`src/rtl/lcdseq_pkg.sv`:
```
package lcdseq_pkg;

  localparam logic [2:0] KIND_CMD    = 3'd0;
  localparam logic [2:0] KIND_CHAR   = 3'd1;
  localparam logic [2:0] KIND_CURSOR = 3'd2;
  localparam logic [2:0] KIND_NUMBER = 3'd3;
  localparam logic [2:0] KIND_INIT   = 3'd4;

  localparam logic REG_DEVICE_ADDRESS = 1'b0;
  localparam logic REG_BACKLIGHT_ON   = 1'b1;

  localparam logic [2:0] STEP_ADDR   = 3'd0;
  localparam logic [2:0] STEP_HI_ON  = 3'd1;
  localparam logic [2:0] STEP_HI_OFF = 3'd2;
  localparam logic [2:0] STEP_LO_ON  = 3'd3;
  localparam logic [2:0] STEP_LO_OFF = 3'd4;

  localparam logic [7:0] BL_BIT     = 8'h08;
  localparam logic [7:0] EN_BIT     = 8'h04;
  localparam logic [7:0] RS_BIT     = 8'h01;
  localparam logic [7:0] ROW1_BASE  = 8'h40;
  localparam logic [7:0] CURSOR_CMD = 8'h80;
  localparam logic [7:0] ASCII_ZERO = 8'h30;

  localparam logic [2:0] INIT_LAST  = 3'd5;
  localparam logic [2:0] DIGIT_LAST = 3'd4;

  typedef struct packed {
    logic [7:0] data;
    logic       rs;
    logic       last;
  } lcd_entry_t;

  typedef struct packed {
    logic [6:0] dev_addr;
    logic       backlight;
  } cfg_t;

  function automatic logic [7:0] init_cmd(input logic [2:0] idx);
    logic [7:0] cmd;
    case (idx)
      3'd0:    cmd = 8'h33;
      3'd1:    cmd = 8'h32;
      3'd2:    cmd = 8'h28;
      3'd3:    cmd = 8'h0C;
      3'd4:    cmd = 8'h06;
      default: cmd = 8'h01;
    endcase
    return cmd;
  endfunction

endpackage

```
`src/rtl/lcdseq_if.sv`:
```
interface lcdseq_req_if;
  logic        valid;
  logic        ready;
  logic [2:0]  kind;
  logic [7:0]  byte_value;
  logic        row;
  logic [5:0]  column;
  logic [15:0] number;

  modport source (output valid, kind, byte_value, row, column, number, input ready);
  modport sink (input valid, kind, byte_value, row, column, number, output ready);
endinterface

interface lcdseq_bus_if;
  logic       valid;
  logic       ready;
  logic [7:0] bus_byte;
  logic       start_before;
  logic       stop_after;
  logic       last;

  modport source (output valid, bus_byte, start_before, stop_after, last, input ready);
  modport sink (input valid, bus_byte, start_before, stop_after, last, output ready);
endinterface

```
`src/rtl/lcdseq_front.sv`:
```
module lcdseq_front (
  input  logic                   clk,
  input  logic                   rst,
  lcdseq_req_if.sink             req,
  output lcdseq_pkg::lcd_entry_t entry,
  output logic                   entry_valid,
  input  logic                   entry_ready
);
  import lcdseq_pkg::*;

  typedef enum logic [4:0] {
    S_IDLE   = 5'b00001,
    S_ONE    = 5'b00010,
    S_INIT   = 5'b00100,
    S_CONV   = 5'b01000,
    S_DIGITS = 5'b10000
  } state_t;

  state_t      state;
  state_t      state_next;
  logic [3:0]  cnt;
  logic [7:0]  one_data;
  logic        one_rs;
  logic [15:0] bin;
  logic [19:0] bcd;
  logic [19:0] bcd_adj;
  logic [19:0] bcd_shift;
  logic [3:0]  digits [5];
  logic [2:0]  start_idx;
  logic [7:0]  row_base;
  logic        accept;

  assign req.ready = (state == S_IDLE);
  assign accept    = req.valid && req.ready;
  assign row_base  = req.row ? ROW1_BASE : 8'h00;

  // One step of shift-and-add-3 binary to BCD conversion.
  always_comb begin
    for (int i = 0; i < 5; i++) begin
      if (bcd[i*4 +: 4] >= 4'd5) begin
        bcd_adj[i*4 +: 4] = bcd[i*4 +: 4] + 4'd3;
      end else begin
        bcd_adj[i*4 +: 4] = bcd[i*4 +: 4];
      end
    end
    bcd_shift = {bcd_adj[18:0], bin[15]};
  end

  always_comb begin
    for (int i = 0; i < 5; i++) begin
      digits[i] = bcd[(4 - i)*4 +: 4];
    end
  end

  // The first printed digit is the leading nonzero one, or the units digit.
  always_comb begin
    start_idx = DIGIT_LAST;
    for (int i = 3; i >= 0; i--) begin
      if (bcd_shift[(4 - i)*4 +: 4] != 4'd0) begin
        start_idx = 3'(i);
      end
    end
  end

  always_comb begin
    entry_valid = 1'b0;
    entry       = '0;
    unique case (state)
      S_ONE: begin
        entry_valid = 1'b1;
        entry.data  = one_data;
        entry.rs    = one_rs;
        entry.last  = 1'b1;
      end
      S_INIT: begin
        entry_valid = 1'b1;
        entry.data  = init_cmd(cnt[2:0]);
        entry.last  = (cnt[2:0] == INIT_LAST);
      end
      S_DIGITS: begin
        entry_valid = 1'b1;
        entry.data  = ASCII_ZERO | {4'b0000, digits[cnt[2:0]]};
        entry.rs    = 1'b1;
        entry.last  = (cnt[2:0] == DIGIT_LAST);
      end
      default: begin
        entry_valid = 1'b0;
      end
    endcase
  end

  always_comb begin
    state_next = state;
    unique case (state)
      S_IDLE: begin
        if (accept) begin
          unique case (req.kind) inside
            KIND_CMD, KIND_CHAR, KIND_CURSOR: state_next = S_ONE;
            KIND_NUMBER:                      state_next = S_CONV;
            KIND_INIT:                        state_next = S_INIT;
            default:                          state_next = S_IDLE;
          endcase
        end
      end
      S_ONE: begin
        if (entry_ready) state_next = S_IDLE;
      end
      S_INIT: begin
        if (entry_ready && cnt[2:0] == INIT_LAST) state_next = S_IDLE;
      end
      S_CONV: begin
        if (cnt == 4'd15) state_next = S_DIGITS;
      end
      S_DIGITS: begin
        if (entry_ready && cnt[2:0] == DIGIT_LAST) state_next = S_IDLE;
      end
      default: state_next = S_IDLE;
    endcase
  end

  always_ff @(posedge clk) begin
    if (rst) begin
      state <= S_IDLE;
    end else begin
      state <= state_next;
    end
  end

  always_ff @(posedge clk) begin
    if (accept) begin
      cnt      <= 4'd0;
      one_data <= (req.kind == KIND_CURSOR) ?
                  (CURSOR_CMD | (row_base + {2'b00, req.column})) : req.byte_value;
      one_rs   <= (req.kind == KIND_CHAR);
      bin      <= req.number;
      bcd      <= '0;
    end else if (state == S_CONV) begin
      bin <= {bin[14:0], 1'b0};
      bcd <= bcd_shift;
      if (cnt == 4'd15) begin
        cnt <= {1'b0, start_idx};
      end else begin
        cnt <= cnt + 4'd1;
      end
    end else if ((state == S_INIT || state == S_DIGITS) && entry_ready) begin
      cnt <= cnt + 4'd1;
    end
  end

endmodule

```
`src/rtl/lcdseq_fifo.sv`:
```
module lcdseq_fifo #(
  parameter int DEPTH = 4
) (
  input  logic                   clk,
  input  logic                   rst,
  input  lcdseq_pkg::lcd_entry_t in_data,
  input  logic                   in_valid,
  output logic                   in_ready,
  output lcdseq_pkg::lcd_entry_t out_data,
  output logic                   out_valid,
  input  logic                   out_ready
);
  import lcdseq_pkg::*;

  localparam int AW = (DEPTH > 1) ? $clog2(DEPTH) : 1;
  localparam int CW = $clog2(DEPTH + 1);
  localparam logic [AW-1:0] LAST_PTR   = AW'(DEPTH - 1);
  localparam logic [CW-1:0] FULL_COUNT = CW'(DEPTH);

  lcd_entry_t    mem [DEPTH];
  logic [AW-1:0] wr_ptr;
  logic [AW-1:0] rd_ptr;
  logic [CW-1:0] count;
  logic          push;
  logic          pop;

  assign in_ready  = (count != FULL_COUNT);
  assign out_valid = (count != '0);
  assign out_data  = mem[rd_ptr];
  assign push      = in_valid && in_ready;
  assign pop       = out_valid && out_ready;

  always_ff @(posedge clk) begin
    if (rst) begin
      wr_ptr <= '0;
      rd_ptr <= '0;
      count  <= '0;
    end else begin
      if (push) begin
        wr_ptr <= (wr_ptr == LAST_PTR) ? '0 : wr_ptr + AW'(1);
      end
      if (pop) begin
        rd_ptr <= (rd_ptr == LAST_PTR) ? '0 : rd_ptr + AW'(1);
      end
      if (push && !pop) begin
        count <= count + CW'(1);
      end else if (pop && !push) begin
        count <= count - CW'(1);
      end
    end
  end

  always_ff @(posedge clk) begin
    if (push) begin
      mem[wr_ptr] <= in_data;
    end
  end

  a_count_bound: assert property (@(posedge clk) disable iff (rst) count <= FULL_COUNT)
    else $error("Queue fill count exceeds its depth.");

endmodule

```
`src/rtl/lcdseq_back.sv`:
```
module lcdseq_back (
  input  logic                   clk,
  input  logic                   rst,
  input  lcdseq_pkg::cfg_t       cfg,
  input  lcdseq_pkg::lcd_entry_t entry,
  input  logic                   entry_valid,
  output logic                   entry_ready,
  lcdseq_bus_if.source           bus
);
  import lcdseq_pkg::*;

  lcd_entry_t cur;
  logic       have;
  logic [2:0] step;
  logic       out_valid;
  logic [7:0] out_byte;
  logic       out_start;
  logic       out_stop;
  logic       out_last;
  logic       advance;
  logic       pop;
  logic [7:0] flags;
  logic [7:0] hi;
  logic [7:0] lo;
  logic [7:0] byte_next;

  assign advance     = have && (!out_valid || bus.ready);
  assign entry_ready = !have || (advance && step == STEP_LO_OFF);
  assign pop         = entry_ready && entry_valid;

  assign flags = (cfg.backlight ? BL_BIT : 8'h00) | (cur.rs ? RS_BIT : 8'h00);
  assign hi    = {cur.data[7:4], 4'b0000} | flags;
  assign lo    = {cur.data[3:0], 4'b0000} | flags;

  always_comb begin
    unique case (step)
      STEP_ADDR:   byte_next = {cfg.dev_addr, 1'b0};
      STEP_HI_ON:  byte_next = hi | EN_BIT;
      STEP_HI_OFF: byte_next = hi;
      STEP_LO_ON:  byte_next = lo | EN_BIT;
      default:     byte_next = lo;
    endcase
  end

  always_ff @(posedge clk) begin
    if (rst) begin
      have      <= 1'b0;
      step      <= STEP_ADDR;
      out_valid <= 1'b0;
    end else begin
      if (advance) begin
        out_valid <= 1'b1;
      end else if (bus.ready) begin
        out_valid <= 1'b0;
      end
      if (pop) begin
        have <= 1'b1;
        step <= STEP_ADDR;
      end else if (advance) begin
        if (step == STEP_LO_OFF) begin
          have <= 1'b0;
        end else begin
          step <= step + 3'd1;
        end
      end
    end
  end

  always_ff @(posedge clk) begin
    if (pop) begin
      cur <= entry;
    end
    if (advance) begin
      out_byte  <= byte_next;
      out_start <= (step == STEP_ADDR);
      out_stop  <= (step == STEP_LO_OFF);
      out_last  <= (step == STEP_LO_OFF) && cur.last;
    end
  end

  assign bus.valid        = out_valid;
  assign bus.bus_byte     = out_byte;
  assign bus.start_before = out_start;
  assign bus.stop_after   = out_stop;
  assign bus.last         = out_last;

  a_last_has_stop: assert property (@(posedge clk) disable iff (rst)
    bus.valid && bus.last |-> bus.stop_after)
    else $error("Final word of a request lacks a stop marker.");

  a_addr_is_write: assert property (@(posedge clk) disable iff (rst)
    bus.valid && bus.start_before |-> !bus.stop_after && bus.bus_byte[0] == 1'b0)
    else $error("Address word is not a plain write address.");

  a_step_range: assert property (@(posedge clk) disable iff (rst) have |-> step <= STEP_LO_OFF)
    else $error("Byte step counter out of range.");

endmodule

```
`src/rtl/i2c_char_lcd_command_sequencer.sv`:
```
// Channel  Direction  Fields
// req      in         kind, byte_value, row, column, number
// bus      out        bus_byte, start_before, stop_after, last
// cfg      in         cfg_we, cfg_index, cfg_data (write only)
//
// Every LCD byte becomes five bus words in the back end.
// A number request runs a binary to BCD conversion before its first digit is queued.
// Reset clears the control state and loads address 39 with the backlight on.
// A stalled bus holds the back end, and the front end stops once the queue fills.
module i2c_char_lcd_command_sequencer #(
  parameter int FIFO_DEPTH = 4
) (
  input  logic         clk,
  input  logic         rst,
  lcdseq_req_if.sink   req,
  lcdseq_bus_if.source bus,
  input  logic         cfg_we,
  input  logic         cfg_index,
  input  logic [6:0]   cfg_data
);
  import lcdseq_pkg::*;

  cfg_t       cfg;
  lcd_entry_t front_entry;
  logic       front_valid;
  logic       front_ready;
  lcd_entry_t back_entry;
  logic       back_valid;
  logic       back_ready;

  always_ff @(posedge clk) begin
    if (rst) begin
      cfg.dev_addr  <= 7'd39;
      cfg.backlight <= 1'b1;
    end else if (cfg_we) begin
      case (cfg_index)
        REG_DEVICE_ADDRESS: cfg.dev_addr  <= cfg_data;
        REG_BACKLIGHT_ON:   cfg.backlight <= cfg_data[0];
        default:            cfg.backlight <= cfg.backlight;
      endcase
    end
  end

  lcdseq_front u_front (
    .clk         (clk),
    .rst         (rst),
    .req         (req),
    .entry       (front_entry),
    .entry_valid (front_valid),
    .entry_ready (front_ready)
  );

  lcdseq_fifo #(
    .DEPTH (FIFO_DEPTH)
  ) u_fifo (
    .clk       (clk),
    .rst       (rst),
    .in_data   (front_entry),
    .in_valid  (front_valid),
    .in_ready  (front_ready),
    .out_data  (back_entry),
    .out_valid (back_valid),
    .out_ready (back_ready)
  );

  lcdseq_back u_back (
    .clk         (clk),
    .rst         (rst),
    .cfg         (cfg),
    .entry       (back_entry),
    .entry_valid (back_valid),
    .entry_ready (back_ready),
    .bus         (bus)
  );

endmodule
```
`src/flat_wrapper.sv`:
```
// flat-port wrapper written by rule: the top's interface ports become plain ports
module i2c_char_lcd_command_sequencer_flat import lcdseq_pkg::*;
#(
  parameter int FIFO_DEPTH = 4
)
  (clk, rst, cfg_we, cfg_index, cfg_data, req_valid, req_kind, req_byte_value, req_row, req_column, req_number, req_ready, bus_valid, bus_bus_byte, bus_start_before, bus_stop_after, bus_last, bus_ready);
  lcdseq_req_if req_i ();
  lcdseq_bus_if bus_i ();
  input  logic clk;
  input  logic rst;
  input  logic cfg_we;
  input  logic cfg_index;
  input  logic [6:0] cfg_data;
  input wire logic [$bits(req_i.valid)-1:0] req_valid;
  input wire logic [$bits(req_i.kind)-1:0] req_kind;
  input wire logic [$bits(req_i.byte_value)-1:0] req_byte_value;
  input wire logic [$bits(req_i.row)-1:0] req_row;
  input wire logic [$bits(req_i.column)-1:0] req_column;
  input wire logic [$bits(req_i.number)-1:0] req_number;
  output wire logic [$bits(req_i.ready)-1:0] req_ready;
  output wire logic [$bits(bus_i.valid)-1:0] bus_valid;
  output wire logic [$bits(bus_i.bus_byte)-1:0] bus_bus_byte;
  output wire logic [$bits(bus_i.start_before)-1:0] bus_start_before;
  output wire logic [$bits(bus_i.stop_after)-1:0] bus_stop_after;
  output wire logic [$bits(bus_i.last)-1:0] bus_last;
  input wire logic [$bits(bus_i.ready)-1:0] bus_ready;
  assign req_i.valid = req_valid;
  assign req_i.kind = req_kind;
  assign req_i.byte_value = req_byte_value;
  assign req_i.row = req_row;
  assign req_i.column = req_column;
  assign req_i.number = req_number;
  assign req_ready = req_i.ready;
  assign bus_valid = bus_i.valid;
  assign bus_bus_byte = bus_i.bus_byte;
  assign bus_start_before = bus_i.start_before;
  assign bus_stop_after = bus_i.stop_after;
  assign bus_last = bus_i.last;
  assign bus_i.ready = bus_ready;
  i2c_char_lcd_command_sequencer #(.FIFO_DEPTH(FIFO_DEPTH)) u_core (.clk(clk), .rst(rst), .req(req_i), .bus(bus_i), .cfg_we(cfg_we), .cfg_index(cfg_index), .cfg_data(cfg_data));
endmodule
```
`config.mk`:
```
export PLATFORM = sky130hd
export DESIGN_NAME = i2c_char_lcd_command_sequencer_flat
export DESIGN_NICKNAME = d
export VERILOG_FILES = /design/src/rtl/lcdseq_pkg.sv /design/src/rtl/lcdseq_if.sv /design/src/rtl/lcdseq_front.sv /design/src/rtl/lcdseq_fifo.sv /design/src/rtl/lcdseq_back.sv /design/src/rtl/i2c_char_lcd_command_sequencer.sv /design/src/flat_wrapper.sv
export SDC_FILE = /design/constraint.sdc
export NUM_CORES = 1
export LEC_CHECK = 0
export ABC_CLOCK_PERIOD_IN_PS = 3500
export BUFFER_PORTS_ARGS = -buffer_cell sky130_fd_sc_hd__buf_4
export CORE_AREA = 2 2 135 137
export DETAILED_ROUTE_END_ITERATION = 7
export DIE_AREA = 0 0 137 139
export PLACE_DENSITY_LB_ADDON = 0.1
export SLEW_MARGIN = 20
export SYNTH_ARGS = -nofsm -noshare
export SYNTH_HDL_FRONTEND = slang
export SYNTH_HIERARCHICAL = 1
export SYNTH_SLANG_ARGS = --single-unit
```
`constraint.sdc`:
```
create_clock -name clk -period 3.5 [get_ports clk]
set_input_delay 0.875 -clock clk [delete_from_list [all_inputs] [get_ports clk]]
set_output_delay 0.875 -clock clk [all_outputs]
set_load 0.01 [all_outputs]
```
==> results.yml <==
critical_path:
  cp_max_fo: 7
  r2r_slack_ns: 0.70
  crit_path_start: "u_core/u_front/state[2]"
  endpoint_kind: "flip-flop"
  start_kind: "flip-flop"
  worstSetupPathType: "reg -> reg"
  cp.required_ns: 3.84
  rr_startpoint: "u_core/u_front/state[2]"
  r2r_end: "u_core/u_fifo/count[2]"
  cp.arrival_ns: 3.13
  worstRegToRegCells: 9
timing:
  final-setup-viol-count: 0
  hold_violations: 0
  worst_clock_skew_ns: 0.00724
  clock.fmax_mhz: 358
  rsz0062_at_grt: "no"
  period_share_pct: 79.9
  drv_slew: 0
  slew-limit-headroom_pct: 49.5
  fin_setup_tns_ns: 0
  timing.final.crit_period_ns: 2.80
  worst_slew_pin_slew_ns: 0.748
yosys:
  synthCells: 573
  syn-cell-area_sq_um: 6600
  ys_types: 74
  avgSynthCellArea_sq_um: 11.5
  async_flop_share_pct: 0
  ys_seq_area_share_pct: 54.6
  ys_seq_elements: 137
  ys_warn_count: 6
  synth_area_leader_cell: "edfxtp_1"
  synth_ff_type: "edfxtp_1"
  synth.top_cell.area_share_pct: 39.2
  synth.area.top_cells: "edfxtp_1, dfxtp_1, ha_1"
  synth_edf_count: 86
  syn_nets: 647
clock_network:
  post_cts_buffers: 0
  cts_hold_buf: 0
  cts_buffers: 17
  clk_pin_slew_ns: 0.06
  cts-root-buf: "clkbuf_16"
  cts_sinks: 137
  clk_latency_ns: 0.41
  tritoncts: "yes"
  cts_max_level: 4
  cts-resized-gates: 0
  ctsLongestPathBuffers: 2
route:
  ant_nets: 0
  wirelength_mm: 13.3
  drc: 0
  avgViaCountPerCell: 5.11
  wl_per_cell_um: 15.2
  firstDrtPassIters: 4
  drtIter0Drc: 256
  vias: 4474
layout:
  seqCellArea_sq_um: 3600
  final_cells: 876
  final_cell_mix: "edfxtp_1, nand2_1, buf_4"
  final_common_cell: "edfxtp_1"
  area_delta_synth_final_pct: 18.5
  layout-drive-gt1-share_pct: 21.5
  diodes: 0
  multi_input_area_sq_um: 2780
  final_nets: 708
  n_fill_cell: 1672
hold_path:
  hold_start: "u_core/u_front/bin[15]"
  hold_end: "u_core/u_front/bcd[0]"
  worstHoldPathType: "reg -> reg"
  min_path_cells: 2
die:
  die_w_um: 137
  initial_utilization_pct: 37.4
  rows: 49
  die_area_sq_um: 19000
  boundaryPins: 60
  fp.coreArea_sq_um: 17700
  die_h_um: 139
pwr:
  p_leak_nw: 2.94
  p_per_area_nw_per_um2: 605
  peakVddDrop_mv: 0.383
global_route:
  grt_start_max_net_pins: 38
  grt_pass1_vias: 4635
  grt-ovfl-total: 0
  antenna_found_initial: 0
  grt_pass1_wl_mm: 22.3
  grt.total_usage_pct: 15.0
placed_design:
  gp_congestion: 0.807
  placedCellCount: 844
  dp_hpwl_mm: 9.57
  portBuffers: 59
run_status:
  outcome: "completed"
job:
  maxCapViolCount: 0
[worst max-delay path, cell delays in order (launching register included)]
cell and delay, ns:
dfxtp_1 0.43, nor3b_1 0.51, o21a_1 0.26, and2_4 0.19, ha_1 0.18, inv_1 0.06
fa_1 0.38, xor2_1 0.16, or3_2 0.40, a21oi_1 0.16
[report_power, final]
group	total [mW]	internal (mW)	switching, mW
Sequential	2.15	2.01	0.138
Combinational	0.915	0.421	0.494
Clock	1.66	0.979	0.680
[through the flow]
| step | setup slack, ns | instance area, sq um | total power [mW] | hold WS, ns | util [%] |
|---|---|---|---|---|---|
| 3_5_place_dp | 0.401 | 7260 | 3.12 | 0.437 | 41.1 |
| 6_report | 0.703 | 7820 | 4.72 | 0.450 | 44.3 |
| 5_1_grt | 0.507 | 7820 | 5.01 | 0.506 | 44.3 |
| 3_3_place_gp | 0.498 | 7260 | 3.09 | 0.437 | 41.1 |
| 2_1_floorplan | 0.710 | 6600 | 2.80 | 0.418 | - |
| 4_1_cts | 0.692 | 7820 | 4.80 | 0.457 | 44.3 |
[routing by layer]
| metal | up-vias | wire length, um | track usage, % |
|---|---|---|---|
| met5 | - | 0 | 0 |
| met4 | 0 | 140 | 4.61 |
| met3 | 14 | 494 | 4.17 |
| met2 | 85 | 7050 | 26.3 |
| met1 | 2142 | 5610 | 17.5 |
| li1 | 2233 | - | - |
[how the worst max path moves through the flow]
stage / endpoint / slack, ns / cells after the start
after floorplan: u_core/u_fifo/count[2] / 0.71 / 9
after global placement: u_core/u_fifo/count[2] / 0.50 / 10
after detailed placement: u_core/u_fifo/count[2] / 0.40 / 10
after CTS: u_core/u_fifo/count[2] / 0.69 / 9
after global routing: u_core/u_fifo/count[2] / 0.51 / 9
final: u_core/u_fifo/count[2] / 0.70 / 9
[cell usage after synthesis, drive strengths merged, types with 6 or more instances]
cell type and count:
dfxtp 51, mux2 8, nor3b 11, or3 6, nand2 74, and2 9
o31ai 6, nand3 23, and3 9, nor2 31, inv 30, nand2b 11
a21oi 28, nor3 9, mux4 14, buf 8, a22oi 7, o21ai 32
ha 26, edfxtp 86, xnor2 7, clkbuf 14, mux2i 15
[flip-flops by register name (all words and copies together) (netlist names), 4 cells and up, named ones only]
| register | cells |
|---|---|
| u_core/u_back/bus.bus_byte | 8 |
| u_core/u_back/cur | 10 |
| u_core/cfg | 8 |
| u_core/u_front/cnt | 4 |
| u_core/u_front/bcd | 20 |
| u_core/u_front/state | 5 |
| u_core/u_fifo/mem | 40 |
| u_core/u_front/bin | 16 |
| u_core/u_front/one_data | 8 |
[cell families (layout without fill, tap and decap cells)]
kind of cell / after synthesis / count (layout) / synth area share [%]
buffers and inverters: 53 / 127 / 3.28
AO/OA/AOI/OAI: 107 / 107 / 11.2
adder cells (fa/ha/maj): 27 / 27 / 5.24
multiplexers: 37 / 37 / 8.42
XOR/XNOR: 10 / 10 / 1.33
AND/OR/NAND/NOR: 202 / 202 / 15.9
flip-flops: 137 / 137 / 54.6
[cell type report]
cell class | count | area share [%]
Sequential cell | 137 | 46.1
Multi-Input combinational cell | 383 | 35.5
Timing Repair Buffer | 64 | 6.15
Clock buffer | 18 | 5.49
Tap cell | 229 | 3.67
Clock inverter | 14 | 1.59
Inverter | 31 | 1.49
(Power assumes the default switching activity.)
